===== src/hdl/ttrc_pkg.sv =====
// Shared widths and constants for the three-term recurrence checksum.
package ttrc_pkg;

  // Field and state widths.
  localparam int unsigned BYTE_W = 8;
  localparam int unsigned TERM_W = 16;
  localparam int unsigned POS_W  = 8;

  // Coefficient steps per byte position, and the offset taken by a first byte.
  localparam logic [POS_W-1:0]  ALPHA_STEP   = 8'd17;
  localparam logic [POS_W-1:0]  BETA_STEP    = 8'd31;
  localparam logic [TERM_W-1:0] START_OFFSET = 16'd7;

  // Terms are reduced modulo 2^16 - 1.
  localparam logic [TERM_W:0]   TERM_MOD     = 17'd65535;

endpackage


===== src/hdl/ttrc_step.sv =====
// Next-term arithmetic of the recurrence: two products, a difference and a mod 65535 fold.
module ttrc_step (
  input  logic [ttrc_pkg::BYTE_W-1:0] data_byte,
  input  logic [ttrc_pkg::POS_W-1:0]  pos,
  input  logic [ttrc_pkg::TERM_W-1:0] newer_term,
  input  logic [ttrc_pkg::TERM_W-1:0] older_term,
  output logic [ttrc_pkg::TERM_W-1:0] next_term
);
  import ttrc_pkg::*;

  logic [POS_W-1:0]  alpha;
  logic [POS_W-1:0]  beta;
  logic [POS_W:0]    coef;
  logic [24:0]       plus;
  logic [24:0]       minus;
  logic              plus_ge;
  logic [24:0]       diff;
  logic [TERM_W:0]   fold;
  logic [TERM_W-1:0] red;
  logic [TERM_W-1:0] neg_term;

  // Position-dependent coefficients, both taken modulo 256.
  assign alpha = POS_W'(pos * ALPHA_STEP);
  assign beta  = POS_W'(pos * BETA_STEP);
  assign coef  = {1'b0, data_byte} + {1'b0, alpha};

  // The two products and the magnitude of their difference.
  assign plus    = 25'(coef) * 25'(newer_term);
  assign minus   = 25'(beta) * 25'(older_term);
  assign plus_ge = (plus >= minus);
  assign diff    = plus_ge ? (plus - minus) : (minus - plus);

  // Since 2^16 is 1 modulo 65535, the high bits fold onto the low half; one
  // conditional subtraction then finishes the reduction.
  assign fold = {1'b0, diff[TERM_W-1:0]} + 17'(diff[24:TERM_W]);
  assign red  = (fold >= TERM_MOD) ? TERM_W'(fold - TERM_MOD) : fold[TERM_W-1:0];

  // A negative difference follows the unsigned wrap: (65536 - d) mod 65535.
  assign neg_term  = (red <= 16'd1) ? (16'd1 - red) : (16'd0 - red);
  assign next_term = plus_ge ? red : neg_term;

endmodule


===== src/hdl/three_term_recurrence_checksum.sv =====
// Top level of the three-term recurrence checksum over a byte stream.
//
//   Channel | Ports                   | Contents
//   --------+-------------------------+-------------------------------------
//   input   | in_tvalid/tready/tdata  | tdata[7:0] data_byte; tlast is_last
//   result  | out_tvalid/tready/tdata | tdata[15:0] checksum
//
// Each transfer is registered on arrival in the input register and processed from there,
// so one byte is taken per cycle while no last byte stalls. out_tvalid rises from the result
// register once the last byte has passed the input register and been processed.
// The term update is combinational because the next byte needs the term just computed.
// Only a last byte stalls: while the previous checksum waits, it holds the input register
// and the input is not ready. Non-last bytes never wait for the result side.
// Reset (rst_n low, synchronous) empties both registers and starts a new message.
module three_term_recurrence_checksum (
  input  logic        clk,
  input  logic        rst_n,
  input  logic        in_tvalid,
  output logic        in_tready,
  input  logic [7:0]  in_tdata,   // [7:0] data_byte
  input  logic        in_tlast,   // is_last
  output logic        out_tvalid,
  input  logic        out_tready,
  output logic [15:0] out_tdata   // [15:0] checksum
);
  import ttrc_pkg::*;

  logic              s1_valid_r;
  logic              s1_valid_nxt;
  logic [BYTE_W-1:0] s1_byte_r;
  logic              s1_last_r;
  logic [TERM_W-1:0] older_r;
  logic [TERM_W-1:0] older_nxt;
  logic [TERM_W-1:0] newer_r;
  logic [TERM_W-1:0] newer_nxt;
  logic [POS_W-1:0]  pos_r;
  logic [POS_W-1:0]  pos_nxt;
  logic              start_r;
  logic              start_nxt;
  logic              out_valid_r;
  logic              out_valid_nxt;
  logic [TERM_W-1:0] out_data_r;
  logic              out_free;
  logic              fire;
  logic              in_xfer;
  logic [TERM_W-1:0] step_term;
  logic [TERM_W-1:0] cur_term;

  // Handshake control: a registered byte is processed unless it ends a message and
  // the result register still holds a checksum that out_tready is not taking.
  assign out_free  = !out_valid_r || out_tready;
  assign fire      = s1_valid_r && (!s1_last_r || out_free);
  assign in_tready = !s1_valid_r || fire;
  assign in_xfer   = in_tvalid && in_tready;

  ttrc_step u_step (
    .data_byte  (s1_byte_r),
    .pos        (pos_r),
    .newer_term (newer_r),
    .older_term (older_r),
    .next_term  (step_term)
  );

  // The first byte of a message seeds the term; later bytes use the recurrence.
  assign cur_term = start_r ? (TERM_W'(s1_byte_r) + START_OFFSET) : step_term;

  // Next-state logic for the recurrence state and the result register.
  always_comb begin
    s1_valid_nxt  = in_xfer ? 1'b1 : (fire ? 1'b0 : s1_valid_r);
    older_nxt     = older_r;
    newer_nxt     = newer_r;
    pos_nxt       = pos_r;
    start_nxt     = start_r;
    out_valid_nxt = out_tready ? 1'b0 : out_valid_r;
    if (fire) begin
      older_nxt = start_r ? TERM_W'(1) : newer_r;
      newer_nxt = cur_term;
      pos_nxt   = pos_r + POS_W'(1);
      start_nxt = 1'b0;
      if (s1_last_r) begin
        pos_nxt       = '0;
        start_nxt     = 1'b1;
        out_valid_nxt = 1'b1;
      end
    end
  end

  // Control registers.
  always_ff @(posedge clk) begin
    if (!rst_n) begin
      s1_valid_r  <= 1'b0;
      pos_r       <= '0;
      start_r     <= 1'b1;
      out_valid_r <= 1'b0;
    end else begin
      s1_valid_r  <= s1_valid_nxt;
      pos_r       <= pos_nxt;
      start_r     <= start_nxt;
      out_valid_r <= out_valid_nxt;
    end
  end

  // Payload registers: input byte, the two terms and the result.
  always_ff @(posedge clk) begin
    if (in_xfer) begin
      s1_byte_r <= in_tdata;
      s1_last_r <= in_tlast;
    end
    older_r <= older_nxt;
    newer_r <= newer_nxt;
    if (fire && s1_last_r) begin
      out_data_r <= cur_term;
    end
  end

  assign out_tvalid = out_valid_r;
  assign out_tdata  = out_data_r;

endmodule

===== config.mk =====
export PLATFORM = sky130hd
export DESIGN_NAME = three_term_recurrence_checksum
export DESIGN_NICKNAME = d
export VERILOG_FILES = /design/src/hdl/ttrc_pkg.sv /design/src/hdl/ttrc_step.sv /design/src/hdl/three_term_recurrence_checksum.sv
export SDC_FILE = /design/constraint.sdc
export NUM_CORES = 1
export LEC_CHECK = 0
export BUFFER_PORTS_ARGS = -buffer_cell sky130_fd_sc_hd__clkbuf_2
export CAP_MARGIN = 25
export CELL_PAD_IN_SITES_DETAIL_PLACEMENT = 0
export CELL_PAD_IN_SITES_GLOBAL_PLACEMENT = 1
export CORE_MARGIN = 5
export CORE_UTILIZATION = 46
export DETAILED_ROUTE_END_ITERATION = 6
export GPL_TIMING_DRIVEN = 1
export MAX_ROUTING_LAYER = met4
export PLACE_DENSITY = 0.85
export SETUP_SLACK_MARGIN = 0.15
export SYNTH_ARGS = -nofsm -noshare
export SYNTH_HDL_FRONTEND = slang
export SYNTH_SLANG_ARGS = --single-unit
export TNS_END_PERCENT = 1

===== constraint.sdc =====
create_clock -name clk -period 15.8 [get_ports clk]
set_input_delay 1.58 -clock clk [delete_from_list [all_inputs] [get_ports clk]]
set_output_delay 1.58 -clock clk [all_outputs]
set_load 0.02 [all_outputs]

Yosys cells after proc, flatten, opt, wreduce, memory -nomap -nowiden
Index checks and enable logic that the tools add are counted.
Cells by class
  multiply operators: 4
  add/sub/neg operators: 9
  $lt $le $gt $ge: 3
  multiplexer cells: 12
  reductions and logical operators: 10
Operator list (count)
  2-to-1 mux 16 bit: 4
  subtractor 1 x 16 -> 16 bit, first input constant: 2
  greater-or-equal comparator 25 x 24 -> 1 bit: 1
  multiplier 9 x 16 -> 25 bit: 1
  2-to-1 mux 25 bit: 1
  subtractor 24 x 25 -> 25 bit: 1
  subtractor 25 x 24 -> 25 bit: 1
  multiplier 8 x 16 -> 24 bit: 1
  adder 16 x 9 -> 17 bit: 1
  greater-or-equal comparator 17 x 16 -> 1 bit, second input constant: 1
  <= comparator 16 x 1 -> 1 bit, second input constant: 1
  multiplier 8 x 5 -> 8 bit, second input constant: 2
  subtractor 16 bit, second input constant: 1
  adder 8 x 3 -> 9 bit, second input constant: 1
  adder 8 x 8 -> 9 bit: 1
  adder 8 x 1 -> 8 bit, second input constant: 1
  2-to-1 mux 8 bit: 1
  2-to-1 mux 1 bit: 6
  logical AND 1 bit: 3
  logical NOT 1 bit: 3
  logical OR 1 bit: 3
  nonzero test 2 bit: 1
Storage, ports and cells
  flip-flop bits (word level): 68
  input bits: 13

Depth between registers and ports, before layout
Gate-level depths: netlist of the first run.
  word-level depth: 12
  gate-level depth with buffers: 72
  depth with buffers taken out: 67

By module
A second synthesis of the first run with hierarchy kept.
Second synthesis, totals
  cells, all modules: 1933
  area, all modules: 16422.0 um^2
By module, submodules not included
  ttrc_step: area an instance 13800.7 um^2, cells an instance 1751, instances 1, sequential area each 0.0 um^2
  three_term_recurrence_checksum: area an instance 2621.3 um^2, cells an instance 182, instances 1, sequential area each 1931.9 um^2

Worst setup path after synthesis of the first run
Ideal clock, no wire load.
  kind: flip-flop to flip-flop
  from: register pos_r[2]
  to: register newer_r[15], data pin
  arrival time: 14.710 ns
  period minus slack after synthesis: 14.999 ns
  library setup time: 0.289 ns
  buffers on the path: 4
  cell stages (with the launch flop): 69
  path slack: 0.801 ns
  required time: 15.511 ns
  path through: dfxtp_1 > fa_1 > inv_1 > fa_1 > fa_1 > o21ai_0 > o21ai_0 > o21bai_1 > a21oi_1 > xnor2_1 > clkbuf_1 > and2_1 > fa_1 > inv_1 > fa_1 > fa_1 > inv_1 > fa_1 > [... 33 more ...] > nand2_1 > mux2i_1 > mux2_2 > a211oi_1 > a21oi_1 > a41o_1 > buf_2 > nand2_1 > xor2_1 > ha_1 > inv_1 > nor4_1 > nand2_1 > o21ai_0 > nand3b_1 > a2111oi_0 > a31oi_1 > a21boi_0
Between the ends
  word-level cells in the longest chain between the ends: 12
  elaborated cells between the ends (all ways): 19
  classes of those cells: add/sub (7); mul (4); order compare (3); mux (5)
RTL lines
  from (decl): line three_term_recurrence_checksum.sv:36  | logic [POS_W-1:0] pos_r;
  from (signal assigned): line three_term_recurrence_checksum.sv:97  | pos_r <= pos_nxt;
  multiplier 8 x 5 -> 8 bit: line ttrc_step.sv:23  | assign alpha = POS_W'(pos * ALPHA_STEP);
  adder 8 x 8 -> 9 bit: line ttrc_step.sv:25  | assign coef = {1'b0, data_byte} + {1'b0, alpha};
  multiplier 9 x 16 -> 25 bit: line ttrc_step.sv:28  | assign plus = 25'(coef) * 25'(newer_term);
  subtractor 24 x 25 -> 25 bit, or another cell as far along: line ttrc_step.sv:31  | assign diff = plus_ge ? (plus - minus) : (minus - plus);
  2-to-1 mux 25 bit: line ttrc_step.sv:31
  adder 16 x 9 -> 17 bit: line ttrc_step.sv:35  | assign fold = {1'b0, diff[TERM_W-1:0]} + 17'(diff[24:TERM_W]);
  subtractor 16 bit / greater-or-equal comparator 17 x 16 -> 1 bit (equally long branches): line ttrc_step.sv:36  | assign red = (fold >= TERM_MOD) ? TERM_W'(fold - TERM_MOD) : fold[TERM_W-1:0];
  2-to-1 mux 16 bit: line ttrc_step.sv:36
  subtractor 1 x 16 -> 16 bit / <= comparator 16 x 1 -> 1 bit (equally long branches): line ttrc_step.sv:39  | assign neg_term = (red <= 16'd1) ? (16'd1 - red) : (16'd0 - red);
  2-to-1 mux 16 bit: line ttrc_step.sv:39
  2-to-1 mux 16 bit (*): line ttrc_step.sv:40  | assign next_term = plus_ge ? red : neg_term;
  2-to-1 mux 16 bit (*): line three_term_recurrence_checksum.sv:65  | assign cur_term = start_r ? (TERM_W'(s1_byte_r) + START_OFFSET) : step_term;
  named net cur_term[15]: line three_term_recurrence_checksum.sv:47  | logic [TERM_W-1:0] cur_term;
  to (signal assigned): line three_term_recurrence_checksum.sv:110  | newer_r <= newer_nxt;
  to (decl): line three_term_recurrence_checksum.sv:34  | logic [TERM_W-1:0] newer_r;
The timed path passes the listed nets; every way through them passes the cells marked *.
A chain may end at the register's enable or synchronous reset.

Worst setup path in the final report of the first run
  from: register pos_r[2]
  to: register newer_r[7], data pin
The elaborated chain is that of the path after synthesis.

==> results.toml, run 1 <==
[status]
status = "finished clean"

[finish]
fillCellCount = 3320
multiInputGateArea_um2 = 13200
fin_cells = 2388
n_antenna_cell = 0
regArea_um2 = 1940
drive_above_1_share_pct = 8.87
fin_nets = 2305
area_growth_pct = 7.60

[place]
dp.cells = 2367
place_hpwl_mm = 37.5
finalWeightedCongestion = 1.00
port_buffers = 30

[drt]
drt_first_pass_iters = 6
drt_iter0_drc = 991
vias_per_cell = 5.63
detail_route.wl_per_cell_um = 19.3
drc = 0
vias = 13400
ant_nets = 0
routed_wl_mm = 46.2

[logic_synthesis]
yosysSeqAreaShare_pct = 11.8
syn_avg_cell_area_um2 = 8.57
netlist_area_um2 = 16400
postSynthCellCount = 1909
yosysMostFrequentCell = "inv_1"
ys_types = 92
synth_area_leaders = "fa_1, ha_1, edfxtp_1"
ys.warnings.count = 0
synth_flop_cell = "edfxtp_1"
synth_commonest_cells = "inv_1, nand2_1, fa_1, ha_1, and2_1"
synth_async_sr_flop_share_pct = 0
ys_ff_latch = 68
syn_nets = 2292
synth_area_leader_cell = "fa_1"
synth_top_area_share_pct = 24.1
synth_edf_count = 57

[clock_tree]
worst_skew_pair.late_latency_ps = 360
cts_sinks = 68
cts_tree = "built"
cts_buffers = 9
hold_buffers = 0
clock_path_buffers = 2
cts-root-buf = "clkbuf_16"
path_clk_slew_ps = 60
htree_levels = 3

[setup_path]
cp-end-kind = "flop"
crit_fanout = 12
cp.arrival_ps = 14920
cp_top_family = "compound AO/OA/AOI/OAI gates"
crit_top_cell = "o21bai_1"
crit_type = "flop to flop"
cp.required_ps = 15880
cp_num_buf_inv = 7
critPathLaunchType = "flop"
max_stage_delay_ps = 740
crit_slowest_cell = "a221oi_1"

[die]
core_area_um2 = 35300
dieArea_um2 = 39400
num_rows = 69
fp.dieH_um = 199
start_util_pct = 46.3
io_pins = 31
die_w_um = 199

[grt]
grt_pass1_wl_mm = 73.4
track_usage_pct = 24.2
grt_overflow = 0
grt_pass1_vias = 13500
grt_max_degree = 39
antenna_found_initial = 0

[timing]
finClkSkew_ps = 21.0
clock.fmax_mhz = 67.4
slew_headroom_pct = 40.6
post-route-period-util_pct = 93.9
setup_violations = 0
worstMarginPinSlew_ps = 884
maxSlewViolCount = 0
hold_viol = 0
rsz0062_at_grt = "no"
min_period_ps = 14840

[run]
drv_cap = 0

[worst_hold_path]
min_path_type = "flop to flop"
[metrics by stage]
step	hold slack, ps	util, %	instance area, um^2	worst slack [ps]	setup TNS, ps
2_1_floorplan	495	-	16400	801	0
3_3_place_gp	528	48.2	17000	303	0
3_5_place_dp	537	48.2	17000	-72.6	-145
4_1_cts	549	49.1	17300	198	0
5_1_grt	589	49.8	17600	75.1	0
6_report	548	49.8	17600	961	0
[cells by family after synthesis]
kind of cell               count (synthesis)  share of synthesized area, %
xor gates and xnor gates                 126                          6.79
adders and majority gates                370                          37.3
DFF                                       68                          11.8
muxes                                     23                          1.55
and+or+nand+nor                          601                          18.9
AOI/OAI and AO/OA                        353                          14.9
buffers and inverters                    368                          8.77
[cell type report]
class	count	area share [%]
well taps	461	3.28
inverters	302	6.44
clock buffers	9	1.28
multi-input cells	1473	75.1
clock inverters	7	0.419
flip-flops and latches	68	11.0
repair buffers	68	2.52
[worst reg2reg max path, delay by kind of cell (launching register included)]
kind	cells	cell delay [ps]
multiplexers	1	300
flip-flops	1	390
AO/OA/AOI/OAI	30	5870
buffers and inverters	7	830
XOR/XNOR	3	570
AND/OR/NAND/NOR	8	2220
adder cells (fa/ha/maj)	10	4360
[sequential cells by signal, indices dropped and copies added, names as in the netlist]
register	flops
s1_valid_r	1
s1_last_r	1
start_r	1
newer_r	16
out_tvalid	1
s1_byte_r	8
older_r	16
out_tdata	16
pos_r	8
[cells in the final DEF (no fill, tap or decap), types with 29 or more instances in the layout]
| cell type | Yosys | routed |
|---|---|---|
| a21o_1 | 49 | 48 |
| a21oi_1 | 108 | 102 |
| and2_1 | 132 | 132 |
| buf_4 | 7 | 36 |
| clkbuf_2 | 1 | 30 |
| edfxtp_1 | 57 | 57 |
| fa_1 | 197 | 196 |
| ha_1 | 173 | 173 |
| inv_1 | 302 | 302 |
| nand2_1 | 217 | 217 |
| nand3_1 | 34 | 34 |
| nor2_1 | 74 | 74 |
| nor2b_1 | 36 | 36 |
| o21ai_0 | 38 | 34 |
| o21bai_1 | 29 | 29 |
| xnor2_1 | 89 | 82 |
| xor2_1 | 36 | 35 |
[metal layers]
metal / share of wire [%] / track usage (%)
met4: 2.7 / 6.53
met2: 49 / 39.7
met3: 5.0 / 2.63
met1: 44 / 32.2
met5: 0 / -
[final timing paths]
check	startpoint	end	slack, ps	cells past startpoint
hold / removal	pos_r[7]	pos_r[7]	550	2
setup reg to reg	pos_r[2]	newer_r[7]	960	59
setup / recovery	pos_r[2]	newer_r[7]	960	59
hold reg to reg	pos_r[7]	pos_r[7]	550	2
[repair_timing]
item,4_1_cts,5_1_grt
buffers inserted,0,5
pin swaps,0,6
endpoints found under the setup margin,22,32
resized for setup,3,46
Power of run 1 is not shown: default switching activity piles up to over one toggle a cycle in this logic, so the estimate is an artifact.
==> inputs of run 2 (changes only) <==
REMOVE_ABC_BUFFERS = 1   (was default)
==> results.toml, run 2 (synthesized netlist as in run 1, its figures left out) <==
[setup_path]
crit_fanout = 17
r2r_start = "pos_r[0]"
critPathLaunchType = "flop"
cp.required_ps = 15860
cp.arrival_ps = 14860
ff2ff_path_depth = 60
cp-end-kind = "flop"
crit_slowest_cell = "fa_1"
crit_type = "flop to flop"
worst_r2r_endpoint = "newer_r[5]"
rrSetupSlack_ps = 1000
max_stage_delay_ps = 570

[clock_tree]
htree_levels = 3
worst_skew_pair.late_latency_ps = 340
hold_buffers = 0
clock_path_buffers = 2
path_clk_slew_ps = 60
cts-root-buf = "clkbuf_16"
cts_buffers = 9
cts_sinks = 68
cts_tree = "built"

[finish]
area_growth_pct = 7.10
mostFrequentLayoutCells = "inv_1, nand2_1, fa_1, ha_1, and2_1"
n_antenna_cell = 0
drive_above_1_share_pct = 8.40
fin_nets = 2306
layout_commonest_cell = "inv_1"

[place]
finalWeightedCongestion = 0.917
place_hpwl_mm = 37.1
port_buffers = 30

[worst_hold_path]
whs_endpoint = "pos_r[7]"
min_path_type = "flop to flop"
hold_depth = 2
worstHoldStart = "pos_r[7]"

[run]
drv_cap = 0

[drt]
vias = 13500
ant_nets = 0
drt_iter0_drc = 1065
drc = 0
detail_route.wl_per_cell_um = 19.1
drt_first_pass_iters = 5
vias_per_cell = 5.66
routed_wl_mm = 45.6

[grt]
grt_max_degree = 38
use_met2_pct = 39.5
grt_pass1_wl_mm = 73.1
grt_util_met1_pct = 31.6
grt_use_met3_pct = 2.68
grt_pass1_vias = 13800
track_usage_pct = 23.9
antenna_found_initial = 0
grt_overflow = 0
busiest_layer = "met2"

[status]
status = "finished clean"

[die]
fp.dieH_um = 199
core_area_um2 = 35300
num_rows = 69
dieArea_um2 = 39400
io_pins = 31
start_util_pct = 46.3
die_w_um = 199

[timing]
hold_viol = 0
post-route-period-util_pct = 93.7
tns_ps = 0
maxSlewViolCount = 0
clock.fmax_mhz = 67.6
slew_headroom_pct = 36.1
finClkSkew_ps = 6.82
setup_violations = 0
min_period_ps = 14800
worstMarginPinSlew_ps = 955
rsz0062_at_grt = "no"
-- run 2: worst max path at each step --
stage | from | endpoint | slack [ps] | cells after the start
after floorplan | pos_r[0] | newer_r[15] | 450 | 61
after global placement | pos_r[2] | newer_r[15] | 500 | 64
after detailed placement | pos_r[2] | out_tdata[15] | 60 | 60
after CTS | pos_r[0] | out_tdata[15] | 160 | 60
after global routing | pos_r[0] | out_tdata[15] | 140 | 66
final | pos_r[0] | newer_r[5] | 1000 | 60
-- run 2: repair_timing --
item / in CTS / in global routing
pin swaps: 0 / 7
buffers inserted: 0 / 6
setup endpoints to repair: 6 / 32
resized for setup: 3 / 31
-- run 2: worst max-delay path: cells and delay by family (launching register included) --
kind / cells / cell delay [ps]
buffers and inverters: 7 / 610
muxes: 2 / 650
xor gates and xnor gates: 3 / 500
and+or+nand+nor: 8 / 2040
adders and majority gates: 11 / 5030
AOI/OAI and AO/OA: 29 / 5310
DFF: 1 / 380
-- run 2: cell type report --
cell class / count / area [um^2]
clock buffer: 10 / 229
clock inverter: 6 / 63.8
timing repair buffer: 69 / 454
fill: 3333 / 17800
multi-input combinational: 1473 / 13100
tap: 461 / 577
inverter: 302 / 1130
sequential: 68 / 1940
-- run 2: layer usage --
metal	wire, um	part of all wire, %
met1	19700	43
met5	0	0
met4	1250	2.7
met2	22200	49
met3	2490	5.4
-- run 2: metrics by stage --
step	cell area (um^2)	setup WS, ps	utilization (%)	hold slack (ps)	cells
after floorplan	16100	448	-	495	1843
after global placement	17000	501	48.2	516	2367
after detailed placement	17000	59.5	48.2	516	2367
after CTS	17300	158	49.1	526	2383
after global routing	17500	137	49.6	576	2389
final	17500	999	49.6	527	2389
Power of run 2 is left out for the same reason.
